### src/rtl/ffba_pkg.sv
// Shared types, constants and the microcode table of the first-fit allocator.
// No dependencies; every other allocator file but the assertion macro header refers to this package.
package ffba_pkg;

  localparam int MAX_BLOCKS_DEF = 64;
  localparam int SIZE_W   = 24;
  localparam int ADDR_W   = 32;
  localparam int IDX_W    = 6;
  localparam int HDR_W    = 8;
  localparam int STATUS_W = 3;
  localparam int S_DATA_W = 32;
  localparam int M_DATA_W = 64;
  localparam int CFG_IDX_W = 2;
  localparam int CFG_DATA_W = 32;

  localparam logic [ADDR_W-1:0] HEAP_BASE_RST    = 32'h0000_0000;
  localparam logic [HDR_W-1:0]  HEADER_BYTES_RST = 8'd32;
  localparam logic [ADDR_W-1:0] HEAP_LIMIT_RST   = 32'hFFFF_FFFF;

  typedef enum logic [STATUS_W-1:0] {
    ST_REUSED   = 3'd0,
    ST_APPENDED = 3'd1,
    ST_FAILED   = 3'd2,
    ST_FREED    = 3'd3,
    ST_BADINDEX = 3'd4
  } status_t;

  typedef enum logic [CFG_IDX_W-1:0] {
    REG_HEAP_BASE    = 2'd0,
    REG_HEADER_BYTES = 2'd1,
    REG_HEAP_LIMIT   = 2'd2
  } cfg_reg_t;

  typedef struct packed {
    logic [ADDR_W-1:0] heap_base;
    logic [HDR_W-1:0]  header_bytes;
    logic [ADDR_W-1:0] heap_limit;
  } cfg_t;

  typedef struct packed {
    logic [SIZE_W-1:0] size;
    logic [ADDR_W-1:0] addr;
    logic              is_free;
  } entry_t;

  localparam int ENTRY_W = $bits(entry_t);

  // Datapath operations, one per microcode step.
  typedef enum logic [3:0] {
    OP_NOP,
    OP_LOAD,
    OP_SCAN,
    OP_APP_CHK,
    OP_APPEND,
    OP_FAIL,
    OP_REUSE,
    OP_FREE_RD,
    OP_FREE,
    OP_BAD,
    OP_EMIT
  } op_t;

  // Jump conditions.
  typedef enum logic [3:0] {
    C_NEVER,
    C_ALWAYS,
    C_NO_INPUT,
    C_IS_FREE,
    C_EMPTY,
    C_HIT,
    C_MORE,
    C_FAIL,
    C_BAD,
    C_OUT_BUSY
  } cond_t;

  typedef enum logic [3:0] {
    S_IDLE,
    S_DISPATCH,
    S_SCAN,
    S_APP_CHK,
    S_APP_TEST,
    S_APPEND,
    S_FAIL,
    S_REUSE,
    S_FREE_RD,
    S_FREE,
    S_BAD,
    S_EMIT
  } step_t;

  // Jump A is tested first, then jump B; otherwise the step counter advances.
  typedef struct packed {
    op_t   op;
    cond_t cond_a;
    step_t tgt_a;
    cond_t cond_b;
    step_t tgt_b;
  } uword_t;

  typedef struct packed {
    logic in_take;
    logic is_free;
    logic empty;
    logic hit;
    logic more;
    logic fail;
    logic bad;
    logic out_busy;
  } flags_t;

  function automatic uword_t ucode_rom(input step_t pc);
    uword_t w;
    begin
      unique case (pc)
        S_IDLE:     w = '{op: OP_LOAD,    cond_a: C_NO_INPUT, tgt_a: S_IDLE,
                          cond_b: C_NEVER, tgt_b: S_IDLE};
        S_DISPATCH: w = '{op: OP_NOP,     cond_a: C_IS_FREE,  tgt_a: S_FREE_RD,
                          cond_b: C_EMPTY, tgt_b: S_APP_CHK};
        S_SCAN:     w = '{op: OP_SCAN,    cond_a: C_HIT,      tgt_a: S_REUSE,
                          cond_b: C_MORE,  tgt_b: S_SCAN};
        S_APP_CHK:  w = '{op: OP_APP_CHK, cond_a: C_NEVER,    tgt_a: S_IDLE,
                          cond_b: C_NEVER, tgt_b: S_IDLE};
        S_APP_TEST: w = '{op: OP_NOP,     cond_a: C_FAIL,     tgt_a: S_FAIL,
                          cond_b: C_NEVER, tgt_b: S_IDLE};
        S_APPEND:   w = '{op: OP_APPEND,  cond_a: C_ALWAYS,   tgt_a: S_EMIT,
                          cond_b: C_NEVER, tgt_b: S_IDLE};
        S_FAIL:     w = '{op: OP_FAIL,    cond_a: C_ALWAYS,   tgt_a: S_EMIT,
                          cond_b: C_NEVER, tgt_b: S_IDLE};
        S_REUSE:    w = '{op: OP_REUSE,   cond_a: C_ALWAYS,   tgt_a: S_EMIT,
                          cond_b: C_NEVER, tgt_b: S_IDLE};
        S_FREE_RD:  w = '{op: OP_FREE_RD, cond_a: C_BAD,      tgt_a: S_BAD,
                          cond_b: C_NEVER, tgt_b: S_IDLE};
        S_FREE:     w = '{op: OP_FREE,    cond_a: C_ALWAYS,   tgt_a: S_EMIT,
                          cond_b: C_NEVER, tgt_b: S_IDLE};
        S_BAD:      w = '{op: OP_BAD,     cond_a: C_ALWAYS,   tgt_a: S_EMIT,
                          cond_b: C_NEVER, tgt_b: S_IDLE};
        S_EMIT:     w = '{op: OP_EMIT,    cond_a: C_OUT_BUSY, tgt_a: S_EMIT,
                          cond_b: C_ALWAYS, tgt_b: S_IDLE};
        default:    w = '{op: OP_NOP,     cond_a: C_ALWAYS,   tgt_a: S_IDLE,
                          cond_b: C_NEVER, tgt_b: S_IDLE};
      endcase
      return w;
    end
  endfunction

endpackage

### src/rtl/ffba_useq.sv
// Microcode sequencer: step counter, control table lookup and jump logic.
// Depends on ffba_pkg for the control word, conditions and the table.
module ffba_useq (
  input  logic             clk,
  input  logic             rst,
  input  ffba_pkg::flags_t flags,
  output ffba_pkg::op_t    op
);

  ffba_pkg::step_t  pc;
  ffba_pkg::step_t  pc_next;
  ffba_pkg::uword_t uw;

  function automatic logic cond_true(input ffba_pkg::cond_t c, input ffba_pkg::flags_t f);
    logic r;
    begin
      unique case (c)
        ffba_pkg::C_NEVER:    r = 1'b0;
        ffba_pkg::C_ALWAYS:   r = 1'b1;
        ffba_pkg::C_NO_INPUT: r = !f.in_take;
        ffba_pkg::C_IS_FREE:  r = f.is_free;
        ffba_pkg::C_EMPTY:    r = f.empty;
        ffba_pkg::C_HIT:      r = f.hit;
        ffba_pkg::C_MORE:     r = f.more;
        ffba_pkg::C_FAIL:     r = f.fail;
        ffba_pkg::C_BAD:      r = f.bad;
        ffba_pkg::C_OUT_BUSY: r = f.out_busy;
        default:              r = 1'b0;
      endcase
      return r;
    end
  endfunction

  always_ff @(posedge clk) begin
    if (rst) begin
      pc <= ffba_pkg::S_IDLE;
    end else begin
      pc <= pc_next;
    end
  end

  always_comb begin
    uw = ffba_pkg::ucode_rom(pc);
    op = uw.op;
    if (cond_true(uw.cond_a, flags)) begin
      pc_next = uw.tgt_a;
    end else if (cond_true(uw.cond_b, flags)) begin
      pc_next = uw.tgt_b;
    end else begin
      pc_next = ffba_pkg::step_t'(pc + 4'd1);
    end
  end

endmodule

### config.mk
export PLATFORM = sky130hd
export DESIGN_NAME = ffba_useq
export DESIGN_NICKNAME = d
export VERILOG_FILES = /design/src/rtl/ffba_pkg.sv /design/src/rtl/ffba_useq.sv
export SDC_FILE = /design/constraint.sdc
export NUM_CORES = 1
export LEC_CHECK = 0
export BUFFER_PORTS_ARGS = -buffer_cell sky130_fd_sc_hd__buf_2
export CAP_MARGIN = 30
export CORE_MARGIN = 2
export CORE_UTILIZATION = 30
export DETAILED_ROUTE_END_ITERATION = 7
export MAX_ROUTING_LAYER = met4
export SYNTH_ARGS = -nofsm -noshare
export SYNTH_HDL_FRONTEND = slang
export SYNTH_SLANG_ARGS = --single-unit
### constraint.sdc
create_clock -name clk -period 2 [get_ports clk]
set_input_delay 0.1 -clock clk [delete_from_list [all_inputs] [get_ports clk]]
set_output_delay 0.1 -clock clk [all_outputs]
set_load 0.005 [all_outputs]
### Yosys cells after proc, flatten, opt, wreduce, memory -nomap -nowiden

Memory sizes are Yosys's and may differ from the RTL's. A register that Yosys moved wholly into a read port is not among the register bits.
Cells that the tools add are included.
Widths: inputs -> output; s select.

* reductions and logical operators: 1
* mux-type cells: 6
* add/sub/neg operators: 1
* equal/unequal tests: 18

Operators with widths (number)
* $eq 4x3->1 const B: 8
* $pmux 1 s9: 2
* $eq 4x2->1 const B: 4
* $eq 4x4->1 const B: 4
* $mux 4: 3
* $eq 4x1->1 const B: 2
* $add 4x1->4 const B: 1
* $logic_not 1->1: 1
* $mux 1: 1

* memories: 1
* register bits after elaboration: 4
* output and inout port bits: 4
* word-level logic and storage cells: 28
* memory bits (read-only): 272
* bits of input ports: 10

Memories
* (no name shown): words 16, width 17, read ports 1, clocked after Yosys merged registers in 1, write ports 0, RTL line ffba_pkg.sv:115 `unique case (pc)`

### Logic depth before layout (Yosys ltp)

* depth after elaboration: 6
* gate-level depth with buffers: 10
* gate-level depth less buffers: 9

### Worst setup path before layout

No wires, ideal clock.

* path type: register to register
* start: register, netlist name uw[4]
* end: register, netlist name uw[17]
* path slack: -243 ps
* period minus slack after synthesis: 2243 ps
* setup time: 120 ps
* buffers on the path: 1
* arrival: 2123 ps
* cell stages (with the launch flop): 10
* cells stage by stage: dfxtp_1 > buf_6 > nor4b_2 > a311o_1 > nor3_2 > o31ai_2 > inv_2 > ha_1 > nor3_2 > a211o_1

* cells in the longest elaborated chain, start to end: 6
* elaborated cells between the ends (all ways): 14

Ends and longest elaborated chain
* $eq 4x4->1 (tied with other cells): RTL line ffba_useq.sv:17 `unique case (c)`
* $pmux 1 s9 *: RTL line ffba_useq.sv:17
* $mux 1 *: RTL line ffba_useq.sv:45 `if (cond_true(uw.cond_a, flags)) begin`
* $mux 4 *: RTL line ffba_useq.sv:47 `end else if (cond_true(uw.cond_b, flags)) begin`
* $mux 4 *: RTL line ffba_useq.sv:45
* $mux 4 (no source line) *

Mark *: on every way between the ends. The rest lies on a longest branch, timed or not. The select of a mux whose other input is x is not followed.
A chain may end at the register's enable or synchronous reset.

### Worst setup path after layout

* start: register, netlist name uw[13]
* end: register, netlist name uw[17]

* cells in the longest elaborated chain, start to end: 4
* elaborated cells between the ends (all ways): 12

Ends and longest elaborated chain (RTL line)
* $eq 4x4->1 (tied with other cells): ffba_useq.sv:17
* $pmux 1 s9 *: ffba_useq.sv:17
* $mux 4 *: ffba_useq.sv:45
* $mux 4 (no source line) *

Mark *: on every way between the ends. The rest lies on a longest branch, timed or not.

==> flow_summary.json <==
{
  "ys_async_sr_fraction_pct": 0,
  "grt_start_max_net_pins": 12,
  "min_period_over_period_pct": 109,
  "syn-num-nets": 123,
  "placed_cells": 184,
  "grt_pass1_vias": 963,
  "p_leak_nw": 0.716,
  "finalHoldViolations": 0,
  "required_ns": 2.15,
  "power_mw": 2.58,
  "via_per_inst": 4.75,
  "yosysWarnings": 0,
  "nets": 168,
  "die_height_um": 64.8,
  "endpoint_kind": "flop",
  "synthDominantCellAreaShare_pct": 34.3,
  "clockBufferDepth": 2,
  "clock_skew_ns": 0.00517,
  "synth.avg_cell_area_sq_um": 10.3,
  "placedInstanceArea_sq_um": 1380,
  "drtIter0Drc": 17,
  "synth_ff_type": "dfxtp_1",
  "setup_viol": 14,
  "r2r_cells": 8,
  "grt_usage_pct": 14.3,
  "htree_levels": 1,
  "postLayoutCellArea_sq_um": 1650,
  "path_class": "reg2reg",
  "cts_root_buffer": "clkbuf_8",
  "max_stage_delay_ns": 0.36,
  "utilization_pct": 45.8,
  "worstPathArrival_ns": 2.33,
  "synthAdderAreaFrac_pct": 5.64,
  "synth-compound-area-share_pct": 20.5,
  "clock_sinks": 19,
  "synthDistinctLibCells": 45,
  "clk_latency_ns": 0.26,
  "critPathTopFamily": "compound AO/OA/AOI/OAI gates",
  "dp_hpwl_mm": 1.98,
  "cts_tree": "done",
  "cp.depth": 8,
  "num_vias": 949,
  "die_area_sq_um": 4200,
  "ir_drop_mv": 0.621,
  "drv_cap": 0,
  "wire_per_inst_um": 14.0,
  "synth.mux.area_fraction_pct": 9.59,
  "drc": 0,
  "tns_ns": -1.33,
  "postLayoutSetupSlackWorst_ns": -0.182,
  "place_congestion": 0.771,
  "ios": 14,
  "grt-ovfl-total": 0,
  "max_freq_ghz": 0.458,
  "antennaDiodeCount": 0,
  "netlist_instances": 108,
  "cts_hold_buf": 0,
  "antenna_found_initial": 0,
  "rsz0062_at_grt": "yes",
  "yosysTopAreaCell": "dfxtp_1",
  "nFillCells": 346,
  "synth.area.top_cells": "dfxtp_1 34%, ha_1 5.6%, mux2i_1 4.5%, mux2i_4 4.1%, buf_4 3.4%",
  "synth_xor_area_share_pct": 1.58,
  "rows": 22,
  "yosys.area_share.simple_pct": 20.1,
  "synth_top_family_by_area": "compound AO/OA/AOI/OAI gates",
  "final_cells": 200,
  "cts_buffers": 3,
  "firstDrtPassIters": 4,
  "core_area_sq_um": 3610,
  "cp_cell_sequence": "nand3b_1 -> a311oi_4 -> o21a_4 -> buf_4 -> mux2i_4 -> buf_12 -> nor2_4 -> a211o_1",
  "p_per_area_nw_per_um2": 1560,
  "finalMaxSlewViolations": 0,
  "initial_utilization_pct": 30.7,
  "violations": "setup timing",
  "synth_edf_count": 0,
  "die_x_um": 64.8,
  "seq_area_frac_synth_pct": 34.3,
  "drive_gt1_share_pct": 54.6,
  "drt_wl_total_mm": 2.79,
  "critPathBufInv": 2,
  "grt_first_pass_wirelength_mm": 4.51,
  "synthToLayoutAreaGrowth_pct": 49.1,
  "ys_seq_elements": 19,
  "io_buffers": 13,
  "cpMaxStageDelayCell": "dfxtp_2",
  "hold_class": "in2reg",
  "start_kind": "flop",
  "timing.hold.ws_ns": 0.385,
  "preCtsSetupSlack_ns": -0.246,
  "tightest_slew_ns": 0.462,
  "status": "finished, violations left",
  "ant_nets": 0,
  "layout_min_cycle_time_ns": 2.18,
  "hold_depth": 4,
  "critPathMaxFanout": 6,
  "synth_area_sq_um": 1110,
  "path_clk_slew_ns": 0.07,
  "slew_headroom_pct": 68.9
}
==> registers in the layout, summed over array words and instances (netlist names) <==
name  cells
uw       15
pc        4
==> power breakdown <==
| group | leakage, nW | internal (mW) | total, mW | switching (mW) |
|---|---|---|---|---|
| Sequential | 0.158 | 0.535 | 0.643 | 0.107 |
| Clock | 0.0228 | 0.142 | 0.270 | 0.129 |
| Combinational | 0.535 | 0.898 | 1.66 | 0.767 |
==> worst register-to-register path, stage by stage (launching register included) <==
cell	delay, ns
dfxtp_2	0.36
nand3b_1	0.20
a311oi_4	0.31
o21a_4	0.25
buf_4	0.15
mux2i_4	0.32
buf_12	0.17
nor2_4	0.04
a211o_1	0.28
==> layout by cell type (no fill, tap or decap), types with 3 or more instances in the layout <==
cell type  netlist  layout
buf_2            0      13
buf_4            5      29
clkbuf_8         0       3
dfxtp_1         19      14
dfxtp_2          0       4
ha_1             5       3
inv_1            7       6
mux2i_1          5       5
nand2_1          3       3
nand2b_1         4       3
nor2_1           4       4
nor2b_1          3       3
nor3_4           0       3
o211ai_1         3       3
o22ai_1          3       3
==> logic make-up (layout without fill, tap and decap cells) <==
kind of cell / count (synthesis) / after routing
flip-flops: 19 / 19
XOR/XNOR: 2 / 2
AND/OR/NAND/NOR: 33 / 33
buffers and inverters: 16 / 60
multiplexers: 8 / 8
AO/OA/AOI/OAI: 25 / 25
adder cells (fa/ha/maj): 5 / 5
==> layer usage <==
metal | track usage (%) | up-vias | wire (um)
met5 | - | - | 0
met4 | 3.99 | 0 | 31
met3 | 2.43 | 5 | 104
met2 | 24.6 | 15 | 1440
met1 | 17.3 | 452 | 1220
li1 | - | 477 | -
==> cell usage after synthesis, drive strengths merged, types with 3 or more instances <==
library cell / number
nor2b: 3
o22ai: 3
dfxtp: 19
o211ai: 3
nor3: 6
ha: 5
mux2i: 7
inv: 9
o31ai: 3
nor2: 5
buf: 6
nand2b: 4
nand3: 3
nand2: 3
==> path summary, 6_finish.rpt <==
path,start,to,slack (ns)
worst max-delay path,uw[13]$_SDFF_PP0_,uw[17]$_DFF_P_,-0.18
worst min-delay path,rst,pc[1]$_SDFF_PP0_,0.38
worst max register to register,uw[13]$_SDFF_PP0_,uw[17]$_DFF_P_,-0.18
worst min register to register,uw[9]$_DFF_P_,pc[1]$_SDFF_PP0_,0.55
==> cell type report <==
type	count	area, sq um	area share (%)
multi-input cells	73	763	46.2
clock buffers	4	45.0	2.73
inverters	10	45.0	2.73
flip-flops and latches	19	389	23.5
well taps	48	60.1	3.63
repair buffers	46	350	21.2
==> repair_timing <==
item | CTS | global route
pin swaps | 13 | 8
endpoints found under the setup margin | 15 | 16
resized for setup | 19 | 9
setup buffers | 6 | 5
cloned | 0 | 1
(Power assumes the default switching activity.)
